**src/rtl/jhmp_pkg.sv**
```systemverilog
`default_nettype none

package jhmp_pkg;

  // Result kinds
  localparam logic [1:0] KIND_SEGMENT = 2'd0;
  localparam logic [1:0] KIND_FRAME   = 2'd1;
  localparam logic [1:0] KIND_ERROR   = 2'd2;

  // Marker codes that the scanner treats specially
  localparam logic [7:0] MK_PREFIX = 8'hFF;
  localparam logic [7:0] MK_STUFF  = 8'h00;
  localparam logic [7:0] MK_SOI    = 8'hD8;
  localparam logic [7:0] MK_RST0   = 8'hD0;
  localparam logic [7:0] MK_RST7   = 8'hD7;
  localparam logic [7:0] MK_SOF0   = 8'hC0;
  localparam logic [7:0] MK_SOF15  = 8'hCF;
  localparam logic [7:0] MK_DHT    = 8'hC4;
  localparam logic [7:0] MK_JPG    = 8'hC8;
  localparam logic [7:0] MK_DAC    = 8'hCC;
  localparam logic [7:0] MK_APP0   = 8'hE0;
  localparam logic [7:0] MK_APP1   = 8'hE1;
  localparam logic [7:0] MK_APP2   = 8'hE2;
  localparam logic [7:0] MK_APP3   = 8'hE3;
  localparam logic [7:0] MK_APP14  = 8'hEE;
  localparam logic [7:0] MK_APP15  = 8'hEF;

  // Flag bits in found_flags
  localparam logic [3:0] FLAG_JFIF  = 4'b0001;
  localparam logic [3:0] FLAG_APP14 = 4'b0010;
  localparam logic [3:0] FLAG_ICC   = 4'b0100;
  localparam logic [3:0] FLAG_EXIF  = 4'b1000;

  // Signature strings, first byte in the top bits
  localparam logic [39:0] SIG_APP0  = 40'h4A_46_49_46_00;
  localparam logic [39:0] SIG_APP1  = 40'h45_78_69_66_00;
  localparam logic [39:0] SIG_APP14 = 40'h41_64_6F_62_65;
  localparam logic [95:0] SIG_APP2  = 96'h49_43_43_5F_50_52_4F_46_49_4C_45_00;

  localparam logic [3:0]  SIG_SHORT_LEN = 4'd5;
  localparam logic [3:0]  SIG_ICC_LEN   = 4'd12;
  localparam logic [15:0] SIG_ICC_MIN   = 16'd14;

  // JFIF resolution handling
  localparam logic [7:0]  UNITS_INCH  = 8'd1;
  localparam logic [7:0]  UNITS_CM    = 8'd2;
  localparam logic [9:0]  CM_TO_INCH  = 10'd650;
  localparam logic [25:0] DPI_DEFAULT = 26'd18432;

  localparam logic [3:0] OFF_UNITS  = 4'd7;
  localparam logic [3:0] OFF_XD_HI  = 4'd8;
  localparam logic [3:0] OFF_XD_LO  = 4'd9;
  localparam logic [3:0] OFF_YD_HI  = 4'd10;
  localparam logic [3:0] OFF_YD_LO  = 4'd11;
  localparam logic [3:0] FRAME_LAST = 4'd5;

  localparam int unsigned SKIP_BOUND_DEFAULT = 256;
  localparam int unsigned FIFO_DEPTH         = 4;

  typedef struct packed {
    logic [1:0]  kind;
    logic [7:0]  marker_code;
    logic [11:0] segment_index;
    logic        skip_segment;
    logic [15:0] image_width;
    logic [15:0] image_height;
    logic [7:0]  sample_precision;
    logic [7:0]  component_count;
    logic [3:0]  found_flags;
    logic [25:0] x_dpi;
    logic [25:0] y_dpi;
    logic        last_of_run;
  } result_t;

  // Results raised by one byte: up to two, in order
  typedef struct packed {
    logic [1:0] count;
    result_t    first;
    result_t    second;
  } parse_out_t;

  function automatic logic is_sof(input logic [7:0] code);
    begin
      is_sof = (code >= MK_SOF0) && (code <= MK_SOF15) &&
               (code != MK_DHT) && (code != MK_JPG) && (code != MK_DAC);
    end
  endfunction

  function automatic logic is_standalone(input logic [7:0] code);
    begin
      is_standalone = (code == MK_SOI) || ((code >= MK_RST0) && (code <= MK_RST7));
    end
  endfunction

  // Length of the signature window for a segment, 0 when none is checked
  function automatic logic [3:0] sig_window(input logic [7:0] code,
                                            input logic [15:0] len);
    begin
      unique case (code)
        MK_APP0, MK_APP1, MK_APP14:
          sig_window = (len > 16'(SIG_SHORT_LEN)) ? SIG_SHORT_LEN : 4'd0;
        MK_APP2:
          sig_window = (len >= SIG_ICC_MIN) ? SIG_ICC_LEN : 4'd0;
        default:
          sig_window = 4'd0;
      endcase
    end
  endfunction

  // Expected signature byte at a payload offset inside the window
  function automatic logic [7:0] sig_byte(input logic [7:0] code,
                                          input logic [3:0] off);
    logic [95:0] sig;
    logic [3:0]  pos;
    begin
      unique case (code)
        MK_APP0:  sig = {SIG_APP0, 56'h0};
        MK_APP1:  sig = {SIG_APP1, 56'h0};
        MK_APP14: sig = {SIG_APP14, 56'h0};
        default:  sig = SIG_APP2;
      endcase
      pos = (off < SIG_ICC_LEN) ? off : 4'd0;
      sig_byte = sig[8 * (11 - pos) +: 8];
    end
  endfunction

  function automatic logic [3:0] sig_flag(input logic [7:0] code);
    begin
      unique case (code)
        MK_APP0:  sig_flag = FLAG_JFIF;
        MK_APP14: sig_flag = FLAG_APP14;
        MK_APP2:  sig_flag = FLAG_ICC;
        default:  sig_flag = FLAG_EXIF;
      endcase
    end
  endfunction

endpackage

`default_nettype wire

```
**src/rtl/jpeg_header_marker_parser_unit.sv**
```systemverilog
`default_nettype none

// JPEG marker scanner: takes one file byte per transaction and walks the marker
// structure up to the first frame header, reporting one record per segment
// (with its drop mark below SKIP_BOUND), the frame geometry, the signature flags
// and the JFIF resolution. A byte is taken every cycle unless the input stalls:
// it is held in an input register, the parser updates its state from it, and the
// results it raises (one, or two when end of stream follows a record) go into a
// four-entry result queue. The input stalls only while that queue has fewer than
// two free places, so the sustained rate is one byte per cycle whenever results
// are taken as fast as they are made. Results pass the input register, then the queue.
module jpeg_header_marker_parser_unit #(
  parameter int unsigned SKIP_BOUND = jhmp_pkg::SKIP_BOUND_DEFAULT
) (
  input  wire logic        clk,
  input  wire logic        rst,
  input  wire logic        in_valid,
  output logic             in_ready,
  input  wire logic [7:0]  data_byte,
  input  wire logic        end_of_stream,
  output logic             out_valid,
  input  wire logic        out_ready,
  output logic [1:0]       kind,
  output logic [7:0]       marker_code,
  output logic [11:0]      segment_index,
  output logic             skip_segment,
  output logic [15:0]      image_width,
  output logic [15:0]      image_height,
  output logic [7:0]       sample_precision,
  output logic [7:0]       component_count,
  output logic [3:0]       found_flags,
  output logic [25:0]      x_dpi,
  output logic [25:0]      y_dpi,
  output logic             last_of_run
);

  logic                 stage_valid;
  logic [7:0]           stage_byte;
  logic                 stage_eos;
  logic                 room_for_two;
  logic                 step;
  jhmp_pkg::parse_out_t results;
  jhmp_pkg::result_t    head;

  assign step     = stage_valid && room_for_two;
  assign in_ready = !stage_valid || step;

  // Input register
  always_ff @(posedge clk) begin
    if (rst) begin
      stage_valid <= 1'b0;
    end else if (in_valid && in_ready) begin
      stage_valid <= 1'b1;
    end else if (step) begin
      stage_valid <= 1'b0;
    end
  end

  always_ff @(posedge clk) begin
    if (in_valid && in_ready) begin
      stage_byte <= data_byte;
      stage_eos  <= end_of_stream;
    end
  end

  jhmp_parser #(
    .SKIP_BOUND (SKIP_BOUND)
  ) u_parser (
    .clk           (clk),
    .rst           (rst),
    .step          (step),
    .data_byte     (stage_byte),
    .end_of_stream (stage_eos),
    .results       (results)
  );

  jhmp_result_fifo u_fifo (
    .clk          (clk),
    .rst          (rst),
    .push         (results),
    .room_for_two (room_for_two),
    .out_valid    (out_valid),
    .out_ready    (out_ready),
    .head         (head)
  );

  // Result fields
  assign kind             = head.kind;
  assign marker_code      = head.marker_code;
  assign segment_index    = head.segment_index;
  assign skip_segment     = head.skip_segment;
  assign image_width      = head.image_width;
  assign image_height     = head.image_height;
  assign sample_precision = head.sample_precision;
  assign component_count  = head.component_count;
  assign found_flags      = head.found_flags;
  assign x_dpi            = head.x_dpi;
  assign y_dpi            = head.y_dpi;
  assign last_of_run      = head.last_of_run;

endmodule

`default_nettype wire

```
**src/rtl/jhmp_parser.sv**
```systemverilog
`default_nettype none

module jhmp_parser #(
  parameter int unsigned SKIP_BOUND = jhmp_pkg::SKIP_BOUND_DEFAULT
) (
  input  wire logic                 clk,
  input  wire logic                 rst,
  input  wire logic                 step,
  input  wire logic [7:0]           data_byte,
  input  wire logic                 end_of_stream,
  output jhmp_pkg::parse_out_t      results
);

  localparam logic [12:0] SKIP_LIMIT = 13'(SKIP_BOUND);

  typedef enum logic [2:0] {
    PH_PREFIX,
    PH_CODE,
    PH_LEN_HI,
    PH_LEN_LO,
    PH_PAYLOAD,
    PH_FRAME,
    PH_DONE
  } phase_t;

  phase_t      phase, phase_next;
  logic [15:0] remaining, remaining_next;
  logic [3:0]  offset, offset_next;
  logic [7:0]  marker, marker_next;
  logic [11:0] ordinal, ordinal_next;
  logic        sig_match, sig_match_next;
  logic [3:0]  sig_win, sig_win_next;
  logic [3:0]  flags, flags_next;
  logic [7:0]  units, units_next;
  logic [15:0] dens_x, dens_x_next;
  logic [15:0] dens_y, dens_y_next;
  logic [25:0] dpi_x, dpi_x_next;
  logic [25:0] dpi_y, dpi_y_next;
  logic [7:0]  precision, precision_next;
  logic [15:0] height, height_next;
  logic [15:0] width, width_next;
  logic [7:0]  comps, comps_next;

  function automatic logic [11:0] sat_inc(input logic [11:0] v);
    begin
      sat_inc = (v == 12'hFFF) ? v : v + 12'd1;
    end
  endfunction

  function automatic logic [25:0] to_dpi(input logic [7:0] u, input logic [15:0] d);
    begin
      if (u == jhmp_pkg::UNITS_INCH) begin
        to_dpi = {2'b00, d, 8'h00};
      end else if (u == jhmp_pkg::UNITS_CM) begin
        to_dpi = 26'(d) * 26'(jhmp_pkg::CM_TO_INCH);
      end else begin
        to_dpi = jhmp_pkg::DPI_DEFAULT;
      end
    end
  endfunction

  // Drop mark of a finished segment
  function automatic logic seg_skip(input logic [7:0] code, input logic [3:0] win,
                                    input logic match, input logic [11:0] ord);
    logic s;
    begin
      if (code == jhmp_pkg::MK_APP2) begin
        s = (win != 4'd0) && match;
      end else if (code == jhmp_pkg::MK_APP14) begin
        s = (win != 4'd0) && !match;
      end else begin
        s = (code >= jhmp_pkg::MK_APP3) && (code <= jhmp_pkg::MK_APP15);
      end
      if ({1'b0, ord} >= SKIP_LIMIT) begin
        s = 1'b0;
      end
      seg_skip = s;
    end
  endfunction

  function automatic jhmp_pkg::result_t make_rec(
      input logic [1:0] kind, input logic [7:0] code, input logic [11:0] idx,
      input logic skip, input logic [3:0] fl, input logic [25:0] dx,
      input logic [25:0] dy);
    jhmp_pkg::result_t r;
    begin
      r = '0;
      r.kind          = kind;
      r.marker_code   = code;
      r.segment_index = idx;
      r.skip_segment  = skip;
      r.found_flags   = fl;
      r.x_dpi         = dx;
      r.y_dpi         = dy;
      make_rec = r;
    end
  endfunction

  // Per-byte state update and result generation
  jhmp_pkg::result_t rec_a, rec_b;
  logic              have_a, have_b;
  logic [15:0]       len_full, len_pay;
  logic              seg_done;

  always_comb begin
    phase_next     = phase;
    remaining_next = remaining;
    offset_next    = offset;
    marker_next    = marker;
    ordinal_next   = ordinal;
    sig_match_next = sig_match;
    sig_win_next   = sig_win;
    flags_next     = flags;
    units_next     = units;
    dens_x_next    = dens_x;
    dens_y_next    = dens_y;
    dpi_x_next     = dpi_x;
    dpi_y_next     = dpi_y;
    precision_next = precision;
    height_next    = height;
    width_next     = width;
    comps_next     = comps;
    rec_a          = '0;
    rec_b          = '0;
    have_a         = 1'b0;
    have_b         = 1'b0;
    seg_done       = 1'b0;
    len_full       = {remaining[15:8], data_byte};
    len_pay        = (len_full >= 16'd2) ? len_full - 16'd2 : 16'd0;

    unique case (phase)
      PH_PREFIX: begin
        if (data_byte == jhmp_pkg::MK_PREFIX) begin
          phase_next = PH_CODE;
        end else begin
          have_a     = 1'b1;
          rec_a      = make_rec(jhmp_pkg::KIND_ERROR, marker, ordinal, 1'b0,
                                flags, dpi_x, dpi_y);
          phase_next = PH_DONE;
        end
      end
      PH_CODE: begin
        if (data_byte != jhmp_pkg::MK_STUFF && data_byte != jhmp_pkg::MK_PREFIX) begin
          marker_next = data_byte;
          if (jhmp_pkg::is_standalone(data_byte)) begin
            have_a       = 1'b1;
            rec_a        = make_rec(jhmp_pkg::KIND_SEGMENT, data_byte, ordinal, 1'b0,
                                    flags, dpi_x, dpi_y);
            ordinal_next = sat_inc(ordinal);
            phase_next   = PH_PREFIX;
          end else begin
            phase_next = PH_LEN_HI;
          end
        end
      end
      PH_LEN_HI: begin
        remaining_next = {data_byte, 8'h00};
        phase_next     = PH_LEN_LO;
      end
      PH_LEN_LO: begin
        offset_next = 4'd0;
        if (jhmp_pkg::is_sof(marker)) begin
          precision_next = 8'd0;
          height_next    = 16'd0;
          width_next     = 16'd0;
          comps_next     = 8'd0;
          phase_next     = PH_FRAME;
        end else begin
          remaining_next = len_pay;
          sig_win_next   = jhmp_pkg::sig_window(marker, len_pay);
          sig_match_next = (sig_win_next != 4'd0);
          phase_next     = PH_PAYLOAD;
          seg_done       = (len_pay == 16'd0);
        end
      end
      PH_PAYLOAD: begin
        // Signature window
        if (offset < sig_win) begin
          if (jhmp_pkg::sig_byte(marker, offset) != data_byte) begin
            sig_match_next = 1'b0;
          end
          if ((offset + 4'd1 == sig_win) && sig_match_next) begin
            flags_next = flags | jhmp_pkg::sig_flag(marker);
          end
        end
        // JFIF resolution fields
        if (marker == jhmp_pkg::MK_APP0 && sig_win != 4'd0 && sig_match_next) begin
          unique case (offset)
            jhmp_pkg::OFF_UNITS: units_next = data_byte;
            jhmp_pkg::OFF_XD_HI: dens_x_next = {data_byte, 8'h00};
            jhmp_pkg::OFF_XD_LO: dens_x_next = {dens_x[15:8], data_byte};
            jhmp_pkg::OFF_YD_HI: dens_y_next = {data_byte, 8'h00};
            jhmp_pkg::OFF_YD_LO: begin
              dens_y_next = {dens_y[15:8], data_byte};
              dpi_x_next  = to_dpi(units, dens_x);
              dpi_y_next  = to_dpi(units, dens_y_next);
            end
            default: ;
          endcase
        end
        offset_next    = (offset == 4'hF) ? offset : offset + 4'd1;
        remaining_next = remaining - 16'd1;
        seg_done       = (remaining_next == 16'd0);
      end
      PH_FRAME: begin
        unique case (offset)
          4'd0:    precision_next = data_byte;
          4'd1:    height_next = {data_byte, 8'h00};
          4'd2:    height_next = {height[15:8], data_byte};
          4'd3:    width_next = {data_byte, 8'h00};
          4'd4:    width_next = {width[15:8], data_byte};
          default: comps_next = data_byte;
        endcase
        offset_next = offset + 4'd1;
        if (offset == jhmp_pkg::FRAME_LAST) begin
          have_a                 = 1'b1;
          rec_a                  = make_rec(jhmp_pkg::KIND_FRAME, marker, ordinal,
                                            1'b0, flags_next, dpi_x_next, dpi_y_next);
          rec_a.image_width      = width_next;
          rec_a.image_height     = height_next;
          rec_a.sample_precision = precision_next;
          rec_a.component_count  = comps_next;
          phase_next             = PH_DONE;
        end
      end
      default: ;
    endcase

    // End of a segment with a length
    if (seg_done) begin
      have_a       = 1'b1;
      rec_a        = make_rec(jhmp_pkg::KIND_SEGMENT, marker, ordinal,
                              seg_skip(marker, sig_win_next, sig_match_next, ordinal),
                              flags_next, dpi_x_next, dpi_y_next);
      ordinal_next = sat_inc(ordinal);
      phase_next   = PH_PREFIX;
    end

    // End of stream without a final result
    if (end_of_stream && phase_next != PH_DONE) begin
      have_b     = 1'b1;
      rec_b      = make_rec(jhmp_pkg::KIND_ERROR, marker_next, ordinal_next, 1'b0,
                            flags_next, dpi_x_next, dpi_y_next);
      phase_next = PH_DONE;
    end
  end

  // Order the results and mark the last one of the byte
  always_comb begin
    results = '0;
    if (have_a) begin
      results.first  = rec_a;
      results.second = rec_b;
      results.count  = have_b ? 2'd2 : 2'd1;
      if (have_b) begin
        results.second.last_of_run = 1'b1;
      end else begin
        results.first.last_of_run = 1'b1;
      end
    end else if (have_b) begin
      results.first             = rec_b;
      results.first.last_of_run = 1'b1;
      results.count             = 2'd1;
    end
    if (!step) begin
      results.count = 2'd0;
    end
  end

  // Parser state
  always_ff @(posedge clk) begin
    if (rst) begin
      phase     <= PH_PREFIX;
      remaining <= '0;
      offset    <= '0;
      marker    <= '0;
      ordinal   <= '0;
      sig_match <= 1'b1;
      sig_win   <= '0;
      flags     <= '0;
      units     <= '0;
      dens_x    <= '0;
      dens_y    <= '0;
      dpi_x     <= '0;
      dpi_y     <= '0;
      precision <= '0;
      height    <= '0;
      width     <= '0;
      comps     <= '0;
    end else if (step) begin
      phase     <= phase_next;
      remaining <= remaining_next;
      offset    <= offset_next;
      marker    <= marker_next;
      ordinal   <= ordinal_next;
      sig_match <= sig_match_next;
      sig_win   <= sig_win_next;
      flags     <= flags_next;
      units     <= units_next;
      dens_x    <= dens_x_next;
      dens_y    <= dens_y_next;
      dpi_x     <= dpi_x_next;
      dpi_y     <= dpi_y_next;
      precision <= precision_next;
      height    <= height_next;
      width     <= width_next;
      comps     <= comps_next;
    end
  end

endmodule

`default_nettype wire

```
**src/rtl/jhmp_result_fifo.sv**
```systemverilog
`default_nettype none

module jhmp_result_fifo (
  input  wire logic                 clk,
  input  wire logic                 rst,
  input  jhmp_pkg::parse_out_t      push,
  output logic                      room_for_two,
  output logic                      out_valid,
  input  wire logic                 out_ready,
  output jhmp_pkg::result_t         head
);

  localparam int unsigned PTR_W = $clog2(jhmp_pkg::FIFO_DEPTH);
  localparam int unsigned CNT_W = $clog2(jhmp_pkg::FIFO_DEPTH + 1);

  jhmp_pkg::result_t mem [jhmp_pkg::FIFO_DEPTH];
  logic [PTR_W-1:0]  wr_ptr, rd_ptr;
  logic [CNT_W-1:0]  count, count_next;
  logic              pop;

  assign pop          = out_valid && out_ready;
  assign out_valid    = (count != '0);
  assign head         = mem[rd_ptr];
  assign room_for_two = (count <= CNT_W'(jhmp_pkg::FIFO_DEPTH - 2));
  assign count_next   = count + CNT_W'(push.count) - CNT_W'(pop);

  // Storage: up to two writes per cycle at consecutive entries
  always_ff @(posedge clk) begin
    if (push.count != 2'd0) begin
      mem[wr_ptr] <= push.first;
    end
    if (push.count == 2'd2) begin
      mem[wr_ptr + PTR_W'(1)] <= push.second;
    end
  end

  // Pointers and fill level
  always_ff @(posedge clk) begin
    if (rst) begin
      wr_ptr <= '0;
      rd_ptr <= '0;
      count  <= '0;
    end else begin
      wr_ptr <= wr_ptr + PTR_W'(push.count);
      if (pop) begin
        rd_ptr <= rd_ptr + PTR_W'(1);
      end
      count <= count_next;
    end
  end

endmodule

`default_nettype wire

```
**config.mk**
```make
export PLATFORM = sky130hd
export DESIGN_NAME = jpeg_header_marker_parser_unit
export DESIGN_NICKNAME = d
export VERILOG_FILES = /design/src/rtl/jhmp_pkg.sv /design/src/rtl/jpeg_header_marker_parser_unit.sv /design/src/rtl/jhmp_parser.sv /design/src/rtl/jhmp_result_fifo.sv
export SDC_FILE = /design/constraint.sdc
export NUM_CORES = 2
export LEC_CHECK = 0
export BUFFER_PORTS_ARGS = -buffer_cell sky130_fd_sc_hd__buf_2
export CAP_MARGIN = 20
export CORE_MARGIN = 3
export CORE_UTILIZATION = 50
export CTS_CLUSTER_DIAMETER = 30
export DETAILED_ROUTE_END_ITERATION = 7
export PLACE_DENSITY = 0.64
export SYNTH_ARGS = -nofsm -noshare
export SYNTH_HDL_FRONTEND = slang
export SYNTH_SLANG_ARGS = --single-unit
```
**constraint.sdc**
```tcl
create_clock -name clk -period 18.6 [get_ports clk]
set_input_delay 4.65 -clock clk [delete_from_list [all_inputs] [get_ports clk]]
set_output_delay 4.65 -clock clk [all_outputs]
set_load 0.03 [all_outputs]
```
==> results.json <==
{
  "synth_top_area_share_pct": 25.51,
  "fin_skew_ps": 52.58,
  "mostFrequentLayoutCells": "nand2_1 (488), o21ai_0 (393), dfxtp_1 (392)",
  "run_status": "finished, final reports clean",
  "grt_pass1_wl_um": 174600,
  "cts.root.buffer_cell": "clkbuf_16",
  "std_cell_rows": 100,
  "antenna_cells": 0,
  "post-cts-setup-buffers": 0,
  "vias_per_cell": 6.234,
  "avgSynthCellArea_um2": 9.874,
  "antenna_found_initial": 2,
  "ys_types": 89,
  "portBuffers": 142,
  "grt_overflow": 0,
  "wl_um": 113700,
  "max-slew-margin-rel_pct": 23.21,
  "nets": 4098,
  "yosys_warnings": 0,
  "finalSetupViolCount": 0,
  "dieArea_um2": 78910,
  "postCtsHoldBufs": 0,
  "io_pins": 143,
  "tritoncts": "built",
  "ys.flop_type": "dfxtp_1",
  "rsz0062_at_grt": "no",
  "synth_seq_area_share_pct": 46.38,
  "leakagePower_nw": 15.57,
  "synth_cells": 3827,
  "end_kind": "output port",
  "area_growth_pct": 17.31,
  "start_util_pct": 50.59,
  "max_freq_mhz": 127.7,
  "dieWidth_um": 280.9,
  "grt_max_degree": 106,
  "track_usage_pct": 28.48,
  "irDropWorstVdd_mv": 0.07208,
  "whs_ps": 463.7,
  "tns_ps": 0,
  "tightestPinTransition_ps": 1149,
  "worstHoldPathType": "flop to flop",
  "drive_above_1_share_pct": 15.59,
  "die_y_um": 280.9,
  "yosys.area.top_type": "edfxtp_1",
  "mostFrequentLayoutCell": "nand2_1",
  "clk_path_buf_depth": 3,
  "drc": 0,
  "synth_seq_cells": 715,
  "wl_per_cell_um": 22.84,
  "via_count": 31040,
  "cts_resized": 0,
  "crit_arrival_ps": 3180,
  "cts_buffers": 142,
  "clkLatencyLatePin_ps": 750,
  "first_pass_iters": 6,
  "startpoint_type": "flop",
  "first_iter_violations": 3740,
  "worst-path-max-fanout": 91,
  "clock_sinks": 715,
  "fill_cells": 6205,
  "core_um2": 74700,
  "final_antenna_net_count": 0,
  "worstPathRequired_ps": 13950,
  "synth_nets": 4036,
  "hpwl_um": 72370,
  "synthArstFlopShare_pct": 0,
  "grt_pass1_vias": 29480,
  "yosys-top-cells-area": "edfxtp_1 (26%), dfxtp_1 (21%), mux4_2 (7.6%), o21ai_0 (5.2%), ha_1 (5.1%)",
  "synthesis.area_um2": 37790,
  "clkTransAtPathRegs_ps": 50,
  "finalCritPeriodShare_pct": 42.11,
  "period_minus_slack_ps": 7832,
  "finalHoldViolCount": 0,
  "cap_violations": 0,
  "cellPowerDensity_nw_per_um2": 120.1,
  "gp_congestion": 0.9175,
  "path_class": "flop to output port",
  "slew_violations": 0,
  "ctsHtreeMaxLevel": 4,
  "synth_edf_count": 321
}
==> through the flow <==
stage	util, %	cell area (um2)	worst slack (ps)	total power [W]	instances
final	59.34	44330	10770	0.005325	4978
after detailed placement	52.40	39140	11140	0.002666	4712
after global placement	52.40	39140	11460	0.002660	4712
after CTS	59.31	44300	10650	0.005347	4976
after floorplan	-	37790	11810	0.002410	3827
after global routing	59.34	44330	10400	0.005496	4978
==> critical path, cell delays in order (launching register included) <==
cell and delay [ps]:
dfxtp_4 920, buf_12 590, mux4_2 610, buf_2 200
==> power breakdown <==
group | internal [W] | switching [W] | leakage [nW] | total, W
Sequential | 0.00170 | 0.0000595 | 5.92 | 0.00176
Combinational | 0.000303 | 0.000574 | 7.17 | 0.000877
Clock | 0.00179 | 0.000901 | 2.48 | 0.00269
==> kinds of logic (layout without fill, tap and decap cells) <==
family          Yosys count  in the layout  synth area share, %
compound gates         1022           1022                16.36
xor+xnor                 66             66                1.530
fa+ha+maj               197            197                7.371
buf+inv                 387            569                4.017
flops                   715            715                46.38
mux                     181            181                9.056
simple gates           1259           1259                15.28
==> cell usage after synthesis, types with 18 or more instances <==
cell       count
a21oi_1      161
o21ai_0      393
dfxtp_1      394
inv_1        104
o2bb2ai_1     27
nand2b_1      25
a22o_1        52
nand3_1      267
edfxtp_1     321
o21ai_1      135
o31ai_1       18
mux2i_1       46
ha_1         153
mux4_2       128
buf_1         44
xnor2_1       39
a211oi_1      25
xor2_1        27
buf_2         28
and2_1        31
a22oi_1       60
nor2b_1       25
nor4_1        21
nor3_1        40
nand2_1      494
clkbuf_1     200
nor2_1       242
nand4_1       19
fa_1          43
==> area by class of cell <==
cell class / count / area (um2) / area share [%]
clock inverters: 85 / 1299 / 2.930
multi-input cells: 2725 / 18860 / 42.56
well taps: 969 / 1212 / 2.735
clock buffers: 179 / 3865 / 8.719
inverters: 109 / 409.1 / 0.9230
flip-flops and latches: 715 / 17530 / 39.56
repair buffers: 196 / 1142 / 2.577
==> sequential cells by signal, summed over array words and instances, names as in the netlist, 12 cells and up, named ones only <==
signal / count
u_parser.dpi_y: 26
u_parser.dpi_x: 26
u_parser.remaining: 16
u_parser.width: 16
u_parser.ordinal: 12
u_parser.height: 16
u_parser.dens_x: 16
u_fifo.mem: 512
==> metal layers <==
metal	GRT usage, %	vias to the layer above	wire [um]
li1	-	14220	-
met1	40.93	15250	49860
met2	44.17	1373	52100
met3	5.416	184	9259
met4	7.944	2	2449
met5	0	-	13
==> final timing paths <==
path                                        start                 to  slack, ps  cells past startpoint
worst max-delay path                         flop    image_height[3]      10770                      3
worst min-delay path            u_fifo.mem[3][65]  u_fifo.mem[3][65]        460                      2
worst max register to register      stage_byte[2]  u_fifo.mem[1][47]      10830                     16
worst min register to register  u_fifo.mem[3][65]  u_fifo.mem[3][65]        460                      2
No activity file was read; power rests on OpenSTA's default activity.
